==> config.mk <==
export PLATFORM = sky130hd
export DESIGN_NAME = rbds_pi_to_call_sign_unit
export DESIGN_NICKNAME = d
export VERILOG_FILES = /design/src/hdl/rbds_pkg.sv /design/src/hdl/rbds_decode.sv /design/src/hdl/rbds_pi_to_call_sign_unit.sv
export SDC_FILE = /design/constraint.sdc
export NUM_CORES = 1
export LEC_CHECK = 0
export ABC_AREA = 1
export BUFFER_PORTS_ARGS = -buffer_cell sky130_fd_sc_hd__buf_2
export CAP_MARGIN = 40
export CORE_MARGIN = 2
export CORE_UTILIZATION = 59
export DETAILED_ROUTE_END_ITERATION = 7
export PLACE_DENSITY = 0.79
export SYNTH_ARGS = -nofsm -noshare
export SYNTH_HDL_FRONTEND = slang
export SYNTH_SLANG_ARGS = --single-unit
==> constraint.sdc <==
create_clock -name i_clk -period 12.5 [get_ports i_clk]
set_clock_uncertainty 0.05 [all_clocks]
set_input_delay 0 -clock i_clk [delete_from_list [all_inputs] [get_ports i_clk]]
set_output_delay 0 -clock i_clk [all_outputs]
set_load 0.02 [all_outputs]
==> src/hdl/rbds_pkg.sv <==
// shared types, status codes and the three-letter call sign table
package rbds_pkg;

    // status codes of a result transaction
    localparam logic [1:0] ST_CALC = 2'd0;
    localparam logic [1:0] ST_HIT  = 2'd1;
    localparam logic [1:0] ST_MISS = 2'd2;
    localparam logic [1:0] ST_NONE = 2'd3;

    // code block limits
    localparam logic [15:0] K_FIRST = 16'h1000;
    localparam logic [15:0] W_FIRST = 16'h54A8;
    localparam logic [15:0] W_LAST  = 16'h994F;
    localparam logic [15:0] T_FIRST = 16'h9950;
    localparam logic [15:0] T_LAST  = 16'h99B9;

    // ascii letters in use
    localparam logic [6:0] CH_A = 7'h41;
    localparam logic [6:0] CH_K = 7'h4B;
    localparam logic [6:0] CH_W = 7'h57;
    localparam logic [6:0] CH_Q = 7'h3F;

    // reciprocal constants for division by 676 and by 26
    localparam logic [14:0] RECIP_676 = 15'd24819;  // ceil(2^24 / 676)
    localparam int          SHIFT_676 = 24;
    localparam logic [11:0] RECIP_26  = 12'd2521;   // ceil(2^16 / 26)
    localparam int          SHIFT_26  = 16;

    typedef struct packed {
        logic [1:0] status;
        logic [2:0] letter_count;
        logic [6:0] letter_0;
        logic [6:0] letter_1;
        logic [6:0] letter_2;
        logic [6:0] letter_3;
    } t_result;

    typedef struct packed {
        logic        hit;
        logic [23:0] name;
    } t_lookup;

    // fixed three-letter call sign table
    function automatic t_lookup lookup_three(input logic [15:0] code);
        t_lookup r;
        r.hit = 1'b1;
        case (code)
            16'h99A5: r.name = "KBW";
            16'h99A6: r.name = "KCY";
            16'h9990: r.name = "KDB";
            16'h99A7: r.name = "KDF";
            16'h9950: r.name = "KEX";
            16'h9951: r.name = "KFH";
            16'h9952: r.name = "KFI";
            16'h9953: r.name = "KGA";
            16'h9991: r.name = "KGB";
            16'h9954: r.name = "KGO";
            16'h9955: r.name = "KGU";
            16'h9956: r.name = "KGW";
            16'h9957: r.name = "KGY";
            16'h99AA: r.name = "KHQ";
            16'h9958: r.name = "KID";
            16'h9959: r.name = "KIT";
            16'h995A: r.name = "KJR";
            16'h995B: r.name = "KLO";
            16'h995C: r.name = "KLZ";
            16'h995D: r.name = "KMA";
            16'h995E: r.name = "KMJ";
            16'h995F: r.name = "KNX";
            16'h9960: r.name = "KOA";
            16'h99AB: r.name = "KOB";
            16'h9992: r.name = "KOY";
            16'h9993: r.name = "KPQ";
            16'h9964: r.name = "KQV";
            16'h9994: r.name = "KSD";
            16'h9965: r.name = "KSL";
            16'h9966: r.name = "KUJ";
            16'h9995: r.name = "KUT";
            16'h9967: r.name = "KVI";
            16'h9968: r.name = "KWG";
            16'h9996: r.name = "KXL";
            16'h9997: r.name = "KXO";
            16'h996B: r.name = "KYW";
            16'h9999: r.name = "WBT";
            16'h996D: r.name = "WBZ";
            16'h996E: r.name = "WDZ";
            16'h996F: r.name = "WEW";
            16'h999A: r.name = "WGH";
            16'h9971: r.name = "WGL";
            16'h9972: r.name = "WGN";
            16'h9973: r.name = "WGR";
            16'h999B: r.name = "WGY";
            16'h9975: r.name = "WHA";
            16'h9976: r.name = "WHB";
            16'h9977: r.name = "WHK";
            16'h9978: r.name = "WHO";
            16'h999C: r.name = "WHP";
            16'h999D: r.name = "WIL";
            16'h997A: r.name = "WIP";
            16'h99B3: r.name = "WIS";
            16'h997B: r.name = "WJR";
            16'h99B4: r.name = "WJW";
            16'h99B5: r.name = "WJZ";
            16'h997C: r.name = "WKY";
            16'h997D: r.name = "WLS";
            16'h997E: r.name = "WLW";
            16'h999E: r.name = "WMC";
            16'h999F: r.name = "WMT";
            16'h9981: r.name = "WOC";
            16'h99A0: r.name = "WOI";
            16'h9983: r.name = "WOL";
            16'h9984: r.name = "WOR";
            16'h99A1: r.name = "WOW";
            16'h99B9: r.name = "WRC";
            16'h99A2: r.name = "WRR";
            16'h99A3: r.name = "WSB";
            16'h99A4: r.name = "WSM";
            16'h9988: r.name = "WWJ";
            16'h9989: r.name = "WWL";
            default: begin
                r.hit  = 1'b0;
                r.name = '0;
            end
        endcase
        return r;
    endfunction

endpackage

==> src/hdl/rbds_decode.sv <==
// combinational decode of one pi code into a call sign result
module rbds_decode (
    input  logic [15:0]      i_pi_code,
    output rbds_pkg::t_result o_result
);
    import rbds_pkg::*;

    logic        is_k;
    logic        is_w;
    logic        is_t;
    logic [15:0] k_off_full;
    logic [15:0] w_off_full;
    logic [14:0] off;
    logic [29:0] hi_prod;
    logic [4:0]  hi;
    logic [14:0] hi_scaled;
    logic [9:0]  rem;
    logic [21:0] mid_prod;
    logic [4:0]  mid;
    logic [9:0]  mid_scaled;
    logic [4:0]  lo;
    logic [6:0]  first;
    t_lookup     tbl;

    // block classification
    assign is_k = (i_pi_code >= K_FIRST) && (i_pi_code < W_FIRST);
    assign is_w = (i_pi_code >= W_FIRST) && (i_pi_code <= W_LAST);
    assign is_t = (i_pi_code >= T_FIRST) && (i_pi_code <= T_LAST);

    // offset within the k or w block, below 26^3
    assign k_off_full = i_pi_code - K_FIRST;
    assign w_off_full = i_pi_code - W_FIRST;
    assign off   = is_k ? k_off_full[14:0] : w_off_full[14:0];
    assign first = is_k ? CH_K : CH_W;

    // first base-26 digit by reciprocal multiply
    assign hi_prod   = 30'(off) * 30'(RECIP_676);
    assign hi        = hi_prod[SHIFT_676 +: 5];
    assign hi_scaled = 15'(hi) * 15'd676;
    assign rem       = 10'(off - hi_scaled);

    // second and third digits from the remainder
    assign mid_prod   = 22'(rem) * 22'(RECIP_26);
    assign mid        = mid_prod[SHIFT_26 +: 5];
    assign mid_scaled = 10'(mid) * 10'd26;
    assign lo         = 5'(rem - mid_scaled);

    assign tbl = lookup_three(i_pi_code);

    // result selection
    always_comb begin
        o_result = '0;
        if (is_k || is_w) begin
            o_result.status       = ST_CALC;
            o_result.letter_count = 3'd4;
            o_result.letter_0     = first;
            o_result.letter_1     = CH_A + 7'(hi);
            o_result.letter_2     = CH_A + 7'(mid);
            o_result.letter_3     = CH_A + 7'(lo);
        end else if (is_t && tbl.hit) begin
            o_result.status       = ST_HIT;
            o_result.letter_count = 3'd3;
            o_result.letter_0     = tbl.name[22:16];
            o_result.letter_1     = tbl.name[14:8];
            o_result.letter_2     = tbl.name[6:0];
        end else if (is_t) begin
            o_result.status       = ST_MISS;
            o_result.letter_count = 3'd4;
            o_result.letter_0     = CH_Q;
            o_result.letter_1     = CH_Q;
            o_result.letter_2     = CH_Q;
            o_result.letter_3     = CH_Q;
        end else begin
            o_result.status = ST_NONE;
        end
    end

endmodule

==> src/hdl/rbds_pi_to_call_sign_unit.sv <==
// Converts an RBDS PI code to a North American call sign. One code is taken per clock, back to
// back, unless the input is stalled: a code is registered on acceptance, decoded by
// combinational logic (block range checks, reciprocal multiplies by 676 and 26, and the
// three-letter table) and the result is registered, which raises o_out_valid. A stalled result
// holds the decode register, so the input stalls once both registers are full and is released in
// the same cycle that the result is taken. Status 0 is a K or W call sign, 1 a three-letter table
// hit, 2 a table miss (four '?'), 3 no call sign.
module rbds_pi_to_call_sign_unit (
    input  logic        i_clk,
    input  logic        i_rst_n,
    input  logic        i_in_valid,
    output logic        o_in_stall,
    input  logic [15:0] i_pi_code,
    output logic        o_out_valid,
    input  logic        i_out_stall,
    output logic [1:0]  o_status,
    output logic [2:0]  o_letter_count,
    output logic [6:0]  o_letter_0,
    output logic [6:0]  o_letter_1,
    output logic [6:0]  o_letter_2,
    output logic [6:0]  o_letter_3
);
    import rbds_pkg::*;

    logic        r_s1_valid;
    logic        n_s1_valid;
    logic [15:0] r_pi;
    logic        r_s2_valid;
    logic        n_s2_valid;
    t_result     r_res;
    t_result     dec_res;
    logic        s2_ready;
    logic        s1_ready;
    logic        in_take;
    logic        s1_move;

    // stage flow control
    assign s2_ready   = !r_s2_valid || !i_out_stall;
    assign s1_ready   = !r_s1_valid || s2_ready;
    assign o_in_stall = !s1_ready;
    assign in_take    = i_in_valid && s1_ready;
    assign s1_move    = r_s1_valid && s2_ready;

    assign n_s1_valid = in_take || (r_s1_valid && !s2_ready);
    assign n_s2_valid = s1_move || (r_s2_valid && i_out_stall);

    // decode logic between the two registers
    rbds_decode u_decode (
        .i_pi_code (r_pi),
        .o_result  (dec_res)
    );

    // valid flags
    always_ff @(posedge i_clk) begin
        if (!i_rst_n) begin
            r_s1_valid <= 1'b0;
            r_s2_valid <= 1'b0;
        end else begin
            r_s1_valid <= n_s1_valid;
            r_s2_valid <= n_s2_valid;
        end
    end

    // payload registers
    always_ff @(posedge i_clk) begin
        if (in_take) begin
            r_pi <= i_pi_code;
        end
        if (s1_move) begin
            r_res <= dec_res;
        end
    end

    // output transaction
    assign o_out_valid    = r_s2_valid;
    assign o_status       = r_res.status;
    assign o_letter_count = r_res.letter_count;
    assign o_letter_0     = r_res.letter_0;
    assign o_letter_1     = r_res.letter_1;
    assign o_letter_2     = r_res.letter_2;
    assign o_letter_3     = r_res.letter_3;

    // a decoded code reaches the result register on the next edge whenever that register can take it
    a_s1_to_s2: assert property (@(posedge i_clk) disable iff (!i_rst_n)
        (r_s1_valid && s2_ready) |=> o_out_valid)
        else $error("decoded transaction not delivered to result register");

    // no letters exactly when the code is out of range
    a_count_none: assert property (@(posedge i_clk) disable iff (!i_rst_n)
        o_out_valid |-> ((o_letter_count == 3'd0) == (o_status == ST_NONE)))
        else $error("letter count disagrees with status");

    // computed call signs start with k or w
    a_calc_first: assert property (@(posedge i_clk) disable iff (!i_rst_n)
        (o_out_valid && o_status == ST_CALC) |->
            (o_letter_0 == CH_K || o_letter_0 == CH_W))
        else $error("computed call sign has wrong first letter");

endmodule

==> flow_metrics.py, run 1 <==
metrics = {
    "run_status": {
        "outcome": "complete, but fails checks",
        "failed_checks": "DRC, setup timing",
    },
    "routing": {
        "drt-initial-drc-count": 1648,
        "wl_per_cell_um": 22.6,
        "via_count": 12900,
        "wl_met2_um": 20900,
        "drc": 6,
        "highest_layer": "met5",
        "routed_via_density": 6.34,
        "wl_met3_um": 5040,
        "drt_pre_antenna_iters": 8,
        "drt-total-wl_um": 45900,
        "ant_nets": 0,
        "m1WireLength_um": 15800,
    },
    "setup_path": {
        "slowest_stage": "fa_1",
        "critical_path_required_ps": 12490,
        "end_kind": "register",
        "cp-start-kind": "register",
        "ff2ff_path_depth": 65,
        "critical_path_buf_inv_count": 15,
        "crit_cells": 65,
        "crit_top_cell": "inv_1",
        "cpLargestDelayFamily": "adder cells",
        "critPathKind": "reg -> reg",
        "arrival_ps": 13780,
        "cp_slowest_stage_delay_ps": 570,
        "worstPathMaxFanout": 5,
    },
    "synthesis": {
        "netlist_instances": 1515,
        "synth_edf_count": 44,
        "ys_async_sr_fraction_pct": 0,
        "ys_types": 62,
        "syn-num-nets": 1812,
        "ys_seq_elements": 46,
        "synth_area_per_cell_um2": 7.42,
        "ys_warn_count": 0,
        "yosys_most_used_dff": "edfxtp_1",
        "ys_seq_area_share_pct": 12.1,
        "synthesis.area_um2": 11200,
    },
    "grt": {
        "grt_max_degree": 47,
        "grt.total_usage_pct": 39.0,
        "grt_pass1_vias": 12300,
        "grt_pass1_wl_um": 61900,
        "antenna_found_initial": 3,
        "overflow": 0,
    },
    "final_layout": {
        "nets": 2091,
        "post-route-util_pct": 79.1,
        "final_cell_mix": "inv_1 (293), nand2_1 (225), buf_4 (214), ha_1 (149), nor2_1 (97)",
        "area_growth_pct": 31.6,
        "fillers": 1120,
        "antenna_cells": 0,
        "final_common_cell": "inv_1",
        "drive_gt1_share_pct": 29.4,
    },
    "run": {
        "maxCapViolCount": 0,
    },
    "floorplanning": {
        "placeableCoreArea_um2": 18700,
        "dieArea_um2": 20200,
        "initial_core_util_pct": 60.1,
        "die_h_um": 142,
        "die_w_um": 142,
        "rows": 50,
        "pin_count": 55,
    },
    "timing": {
        "max_freq_ghz": 0.0725,
        "period_share_pct": 110,
        "final_max_slew_viol_count": 0,
        "setup_slack_ps": -1280,
        "setup_viol": 10,
        "rsz0062_at_grt": "true",
        "finalCriticalPeriod_ps": 13780,
        "tightest_slew_ps": 825,
        "hold_violations": 0,
        "max-slew-margin-rel_pct": 44.8,
    },
    "clocking": {
        "clkLatencyLatePin_ps": 310,
        "cts_root_buf": "clkbuf_16",
        "numClockSinks": 46,
        "cts.clk_slew.worst_paths_ps": 80,
        "cts_tree": "yes",
        "htree_levels": 2,
        "clock_path_buffers": 2,
        "cts_buffers": 5,
    },
    "worst_hold_path": {
        "hp-class": "in -> reg",
        "whs_path_depth": 2,
    },
    "placed_design": {
        "io_buffers": 54,
        "place_hpwl_um": 29700,
        "gp_congestion": 1.03,
    },
}
registers in the layout (all words and copies together), names as in the netlist:
| register | flops |
|---|---|
| o_letter_3 | 7 |
| o_letter_1 | 7 |
| r_pi | 16 |
| o_letter_0 | 4 |
| r_s1_valid | 1 |
| o_status | 2 |
| o_letter_2 | 6 |
| o_letter_count | 2 |
| o_out_valid | 1 |
synthesized netlist by cell type (21+ instances only):
cell type    n  area [µm²]
inv_1      322        1210
nand2_1    255         957
ha_1       193        2410
nor2_1     114         428
nand3_1     94         470
fa_1        84        1680
nor3_1      55         275
a21oi_1     46         230
edfxtp_1    44        1320
o21ai_0     40         200
xor2_1      27         236
nand4_1     21         131
repair_timing:
item	in CTS	in global routing
endpoints found under the hold margin	18	0
hold buffers	19	0
pin swaps	68	71
buffers inserted	34	14
setup endpoints to repair	4	10
gates resized for setup	75	108
metrics by stage:
stage | setup WS, ps | TNS (ps) | instance area [µm²] | hold slack, ps | instances
2_1_floorplan | 1.31 | 0 | 11500 | 48.9 | 1515
3_3_place_gp | -134 | -247 | 13200 | 126 | 1953
4_1_cts | -101 | -219 | 14200 | 345 | 2015
5_1_grt | -1520 | -11840 | 14800 | 368 | 2029
3_5_place_dp | -494 | -1520 | 13200 | 128 | 1954
6_report | -1280 | -9700 | 14800 | 346 | 2029
final cells by class:
| type | instances | area (µm²) | area share (%) |
|---|---|---|---|
| clock inverter | 3 | 23.8 | 0.161 |
| tap | 234 | 293 | 1.98 |
| timing repair buffer | 297 | 2190 | 14.8 |
| clock buffer | 5 | 125 | 0.846 |
| sequential | 46 | 1360 | 9.20 |
| inverter | 337 | 1270 | 8.58 |
| multi-input combinational | 1107 | 9530 | 64.4 |
worst paths after layout:
path	start	to	slack [ps]
setup / recovery	r_pi[4]	o_letter_3[4]	-1280
hold / removal	i_pi_code[6]	r_pi[6]	350
setup reg to reg	r_pi[4]	o_letter_3[4]	-1280
hold reg to reg	r_s1_valid	o_out_valid	490
routing by layer:
layer  up-vias  GRT usage, %
met5         -             0
met4         4          22.5
met3       396          5.22
met2      1083          66.2
met1      5909          47.6
li1       5481             -
cells by family (layout without fill, tap and decap cells):
family	after synthesis	in the layout	synth area share [%]
XOR/XNOR	43	43	3.48
AND/OR/NAND/NOR	608	608	25.3
AO/OA/AOI/OAI	179	179	9.81
adder cells (fa/ha/maj)	277	277	36.4
flip-flops	46	46	12.1
buffers and inverters	362	642	12.9
worst reg2reg max path, delay by kind of cell (launching register included):
kind                       cells  cell delay [ps]
and+or+nand+nor               19             2540
adders and majority gates     15             6090
xor gates and xnor gates       6             1240
AOI/OAI and AO/OA             10             1510
buffers and inverters         15             1580
DFF                            1              510
Power of run 1 is left out: the tool's default activity adds up to more than one toggle a clock period on the data nets, which glitch-free logic cannot reach.
==> run 2, diff against run 1 <==
--- a/config.mk
+++ b/config.mk
@@ -5,13 +5,12 @@
 export SDC_FILE = /design/constraint.sdc
 export NUM_CORES = 1
 export LEC_CHECK = 0
-export ABC_AREA = 1
 export BUFFER_PORTS_ARGS = -buffer_cell sky130_fd_sc_hd__buf_2
 export CAP_MARGIN = 40
 export CORE_MARGIN = 2
-export CORE_UTILIZATION = 59
+export CORE_UTILIZATION = 58
 export DETAILED_ROUTE_END_ITERATION = 7
-export PLACE_DENSITY = 0.79
+export PLACE_DENSITY = 0.78
 export SYNTH_ARGS = -nofsm -noshare
 export SYNTH_HDL_FRONTEND = slang
 export SYNTH_SLANG_ARGS = --single-unit
==> run 2 against run 1 <==
  * The run still ends with DRC, setup timing left
  * Cell area fell by 9.4%
  * Sequential share of layout area rose by 0.95 points
  * Largest cell class unchanged
  * Critical endpoint unchanged
  * Routed wire length fell by 17%
==> flow_metrics.py, run 2 <==
metrics = {
    "synthesis": {
        "yosysTopAreaCellShare_pct": 24.6,
        "ys_seq_elements": 46,
        "synth_area_per_cell_um2": 8.78,
        "synth.largest_area_cell": "ha_1",
        "synthesis.area_um2": 9810,
        "ys_warn_count": 0,
        "syn-num-nets": 1415,
        "netlist_instances": 1118,
        "yosys_most_used_dff": "edfxtp_1",
        "synth_common_cells": "ha_1 (193), inv_1 (193), fa_1 (84)",
        "ys_types": 79,
        "synth_edf_count": 44,
        "ys_async_sr_fraction_pct": 0,
        "ys_seq_area_share_pct": 13.9,
        "synth_area_leaders": "ha_1 (25%), fa_1 (17%), edfxtp_1 (13%), inv_1 (7.4%), xnor2_1 (4.0%)",
    },
    "final_layout": {
        "area_growth_pct": 36.6,
        "antenna_cells": 0,
        "final_common_cell": "buf_4",
        "largest_register_ff_count": 16,
        "regMostFlops": "r_pi",
        "post-route-util_pct": 80.8,
        "nets": 1684,
        "final_cell_mix": "buf_4 (211), inv_1 (173), ha_1 (159), fa_1 (80), nor2_1 (70)",
        "drive_gt1_share_pct": 33.2,
        "final_cell_area_um2": 13400,
    },
    "placed_design": {
        "place_hpwl_um": 24400,
        "gp_congestion": 1.01,
        "io_buffers": 54,
        "dpl-instance-area_um2": 11900,
    },
    "timing": {
        "setup_viol": 11,
        "hold_violations": 0,
        "tightest_slew_ps": 935,
        "rsz0062_at_grt": "true",
        "max-slew-margin-rel_pct": 36.9,
        "hold_slack_ps": 298,
        "setup_slack_ps": -1550,
        "max_freq_ghz": 0.0712,
        "period_share_pct": 112,
        "finalCriticalPeriod_ps": 14050,
        "final_max_slew_viol_count": 0,
    },
    "worst_hold_path": {
        "min_from": "i_in_valid",
        "hold_path_end": "r_pi[1]",
        "hp-class": "in -> reg",
        "whs_path_depth": 3,
    },
    "setup_path": {
        "worstPathMaxFanout": 6,
        "rrSetupSlack_ps": -1550,
        "slowest_stage": "fa_2",
        "cp-start-kind": "register",
        "arrival_ps": 14010,
        "critical_path_required_ps": 12460,
        "critPathKind": "reg -> reg",
        "cpLargestDelayFamily": "adder cells",
        "crit-reg2reg-capture": "o_letter_3[4]",
        "cp_slowest_stage_delay_ps": 590,
        "ff2ff_path_depth": 60,
        "end_kind": "register",
        "timing.rr.start": "r_pi[13]",
        "critical_path_buf_inv_count": 13,
    },
    "floorplanning": {
        "initial_core_util_pct": 59.2,
        "placeableCoreArea_um2": 16600,
        "die_w_um": 134,
        "dieArea_um2": 18000,
        "rows": 47,
        "pin_count": 55,
        "die_h_um": 134,
    },
    "clocking": {
        "numClockSinks": 46,
        "cts_tree": "yes",
        "cts_root_buf": "clkbuf_16",
        "clock_path_buffers": 2,
        "cts.clk_slew.worst_paths_ps": 80,
        "clkLatencyLatePin_ps": 300,
        "htree_levels": 2,
        "cts_buffers": 5,
    },
    "routing": {
        "drt-total-wl_um": 38000,
        "routed_via_density": 6.45,
        "ant_nets": 0,
        "via_count": 10400,
        "drc": 35,
        "drt-initial-drc-count": 1486,
        "wl_per_cell_um": 23.6,
        "drt_pre_antenna_iters": 8,
    },
    "grt": {
        "antenna_found_initial": 0,
        "grt_max_degree": 29,
        "grt.total_usage_pct": 36.1,
        "grt_pass1_vias": 9946,
        "grt_pass1_wl_um": 50800,
        "overflow": 0,
    },
    "run_status": {
        "failed_checks": "DRC, setup timing",
        "outcome": "complete, but fails checks",
    },
    "run": {
        "maxCapViolCount": 0,
    },
}
run 2: per-stage QoR:
| step | setup slack (ps) | setup TNS, ps | instances |
|---|---|---|---|
| 2_1_floorplan | -654 | -2590 | 1118 |
| 3_5_place_dp | -1300 | -9000 | 1541 |
| 5_1_grt | -1980 | -15360 | 1608 |
| 3_3_place_gp | -828 | -4850 | 1541 |
| 6_report | -1550 | -10920 | 1608 |
| 4_1_cts | -823 | -4490 | 1587 |
run 2: routing by layer:
layer | part of all wire [%] | track usage [%] | up-vias
met1 | 35 | 44.5 | 4908
li1 | - | - | 4370
met4 | 8.3 | 18.1 | 0
met3 | 8.4 | 4.69 | 307
met2 | 48 | 62.3 | 793
met5 | 0 | 0 | -
run 2: worst max path at each step:
stage                         from             to  slack [ps]  cells after the start
after floorplan            r_pi[0]  o_letter_3[4]        -650                     58
after global placement    r_pi[13]  o_letter_3[4]        -830                     60
after detailed placement  r_pi[13]  o_letter_3[4]       -1300                     59
after CTS                  r_pi[0]  o_letter_3[4]        -820                     58
after global routing      r_pi[13]  o_letter_3[4]       -1980                     60
final                     r_pi[13]  o_letter_3[4]       -1550                     60
run 2: logic make-up (layout without fill, tap and decap cells):
family / Yosys count / in the layout / share of synthesized area, %
AO/OA/AOI/OAI: 212 / 212 / 14.2
XOR/XNOR: 68 / 68 / 6.63
adder cells (fa/ha/maj): 278 / 278 / 41.8
buffers and inverters: 230 / 500 / 9.07
flip-flops: 46 / 46 / 13.9
multiplexers: 2 / 2 / 0.217
AND/OR/NAND/NOR: 282 / 282 / 14.1
run 2: worst reg2reg max path, delay by kind of cell, from the launching register on:
kind | cells | cell delay (ps)
DFF | 1 | 420
and+or+nand+nor | 11 | 1640
adders and majority gates | 19 | 7000
buffers and inverters | 13 | 1190
xor gates and xnor gates | 8 | 1460
AOI/OAI and AO/OA | 9 | 1980
run 2: what timing repair did:
action	4_1_cts	5_1_grt
resized for setup	60	98
endpoints found under the setup margin	11	11
hold endpoints to repair	18	0
pin swaps	41	74
hold buffers	19	0
buffers inserted	19	25
run 2: cell type report:
cell class                 instances  area [µm²]
clock buffer                       5         125
fill                             929        3180
multi-input combinational        842        8670
sequential                        46        1360
clock inverter                     3        23.8
tap                              220         275
timing repair buffer             298        2220
inverter                         194         733
Power of run 2 is left out for the same reason.
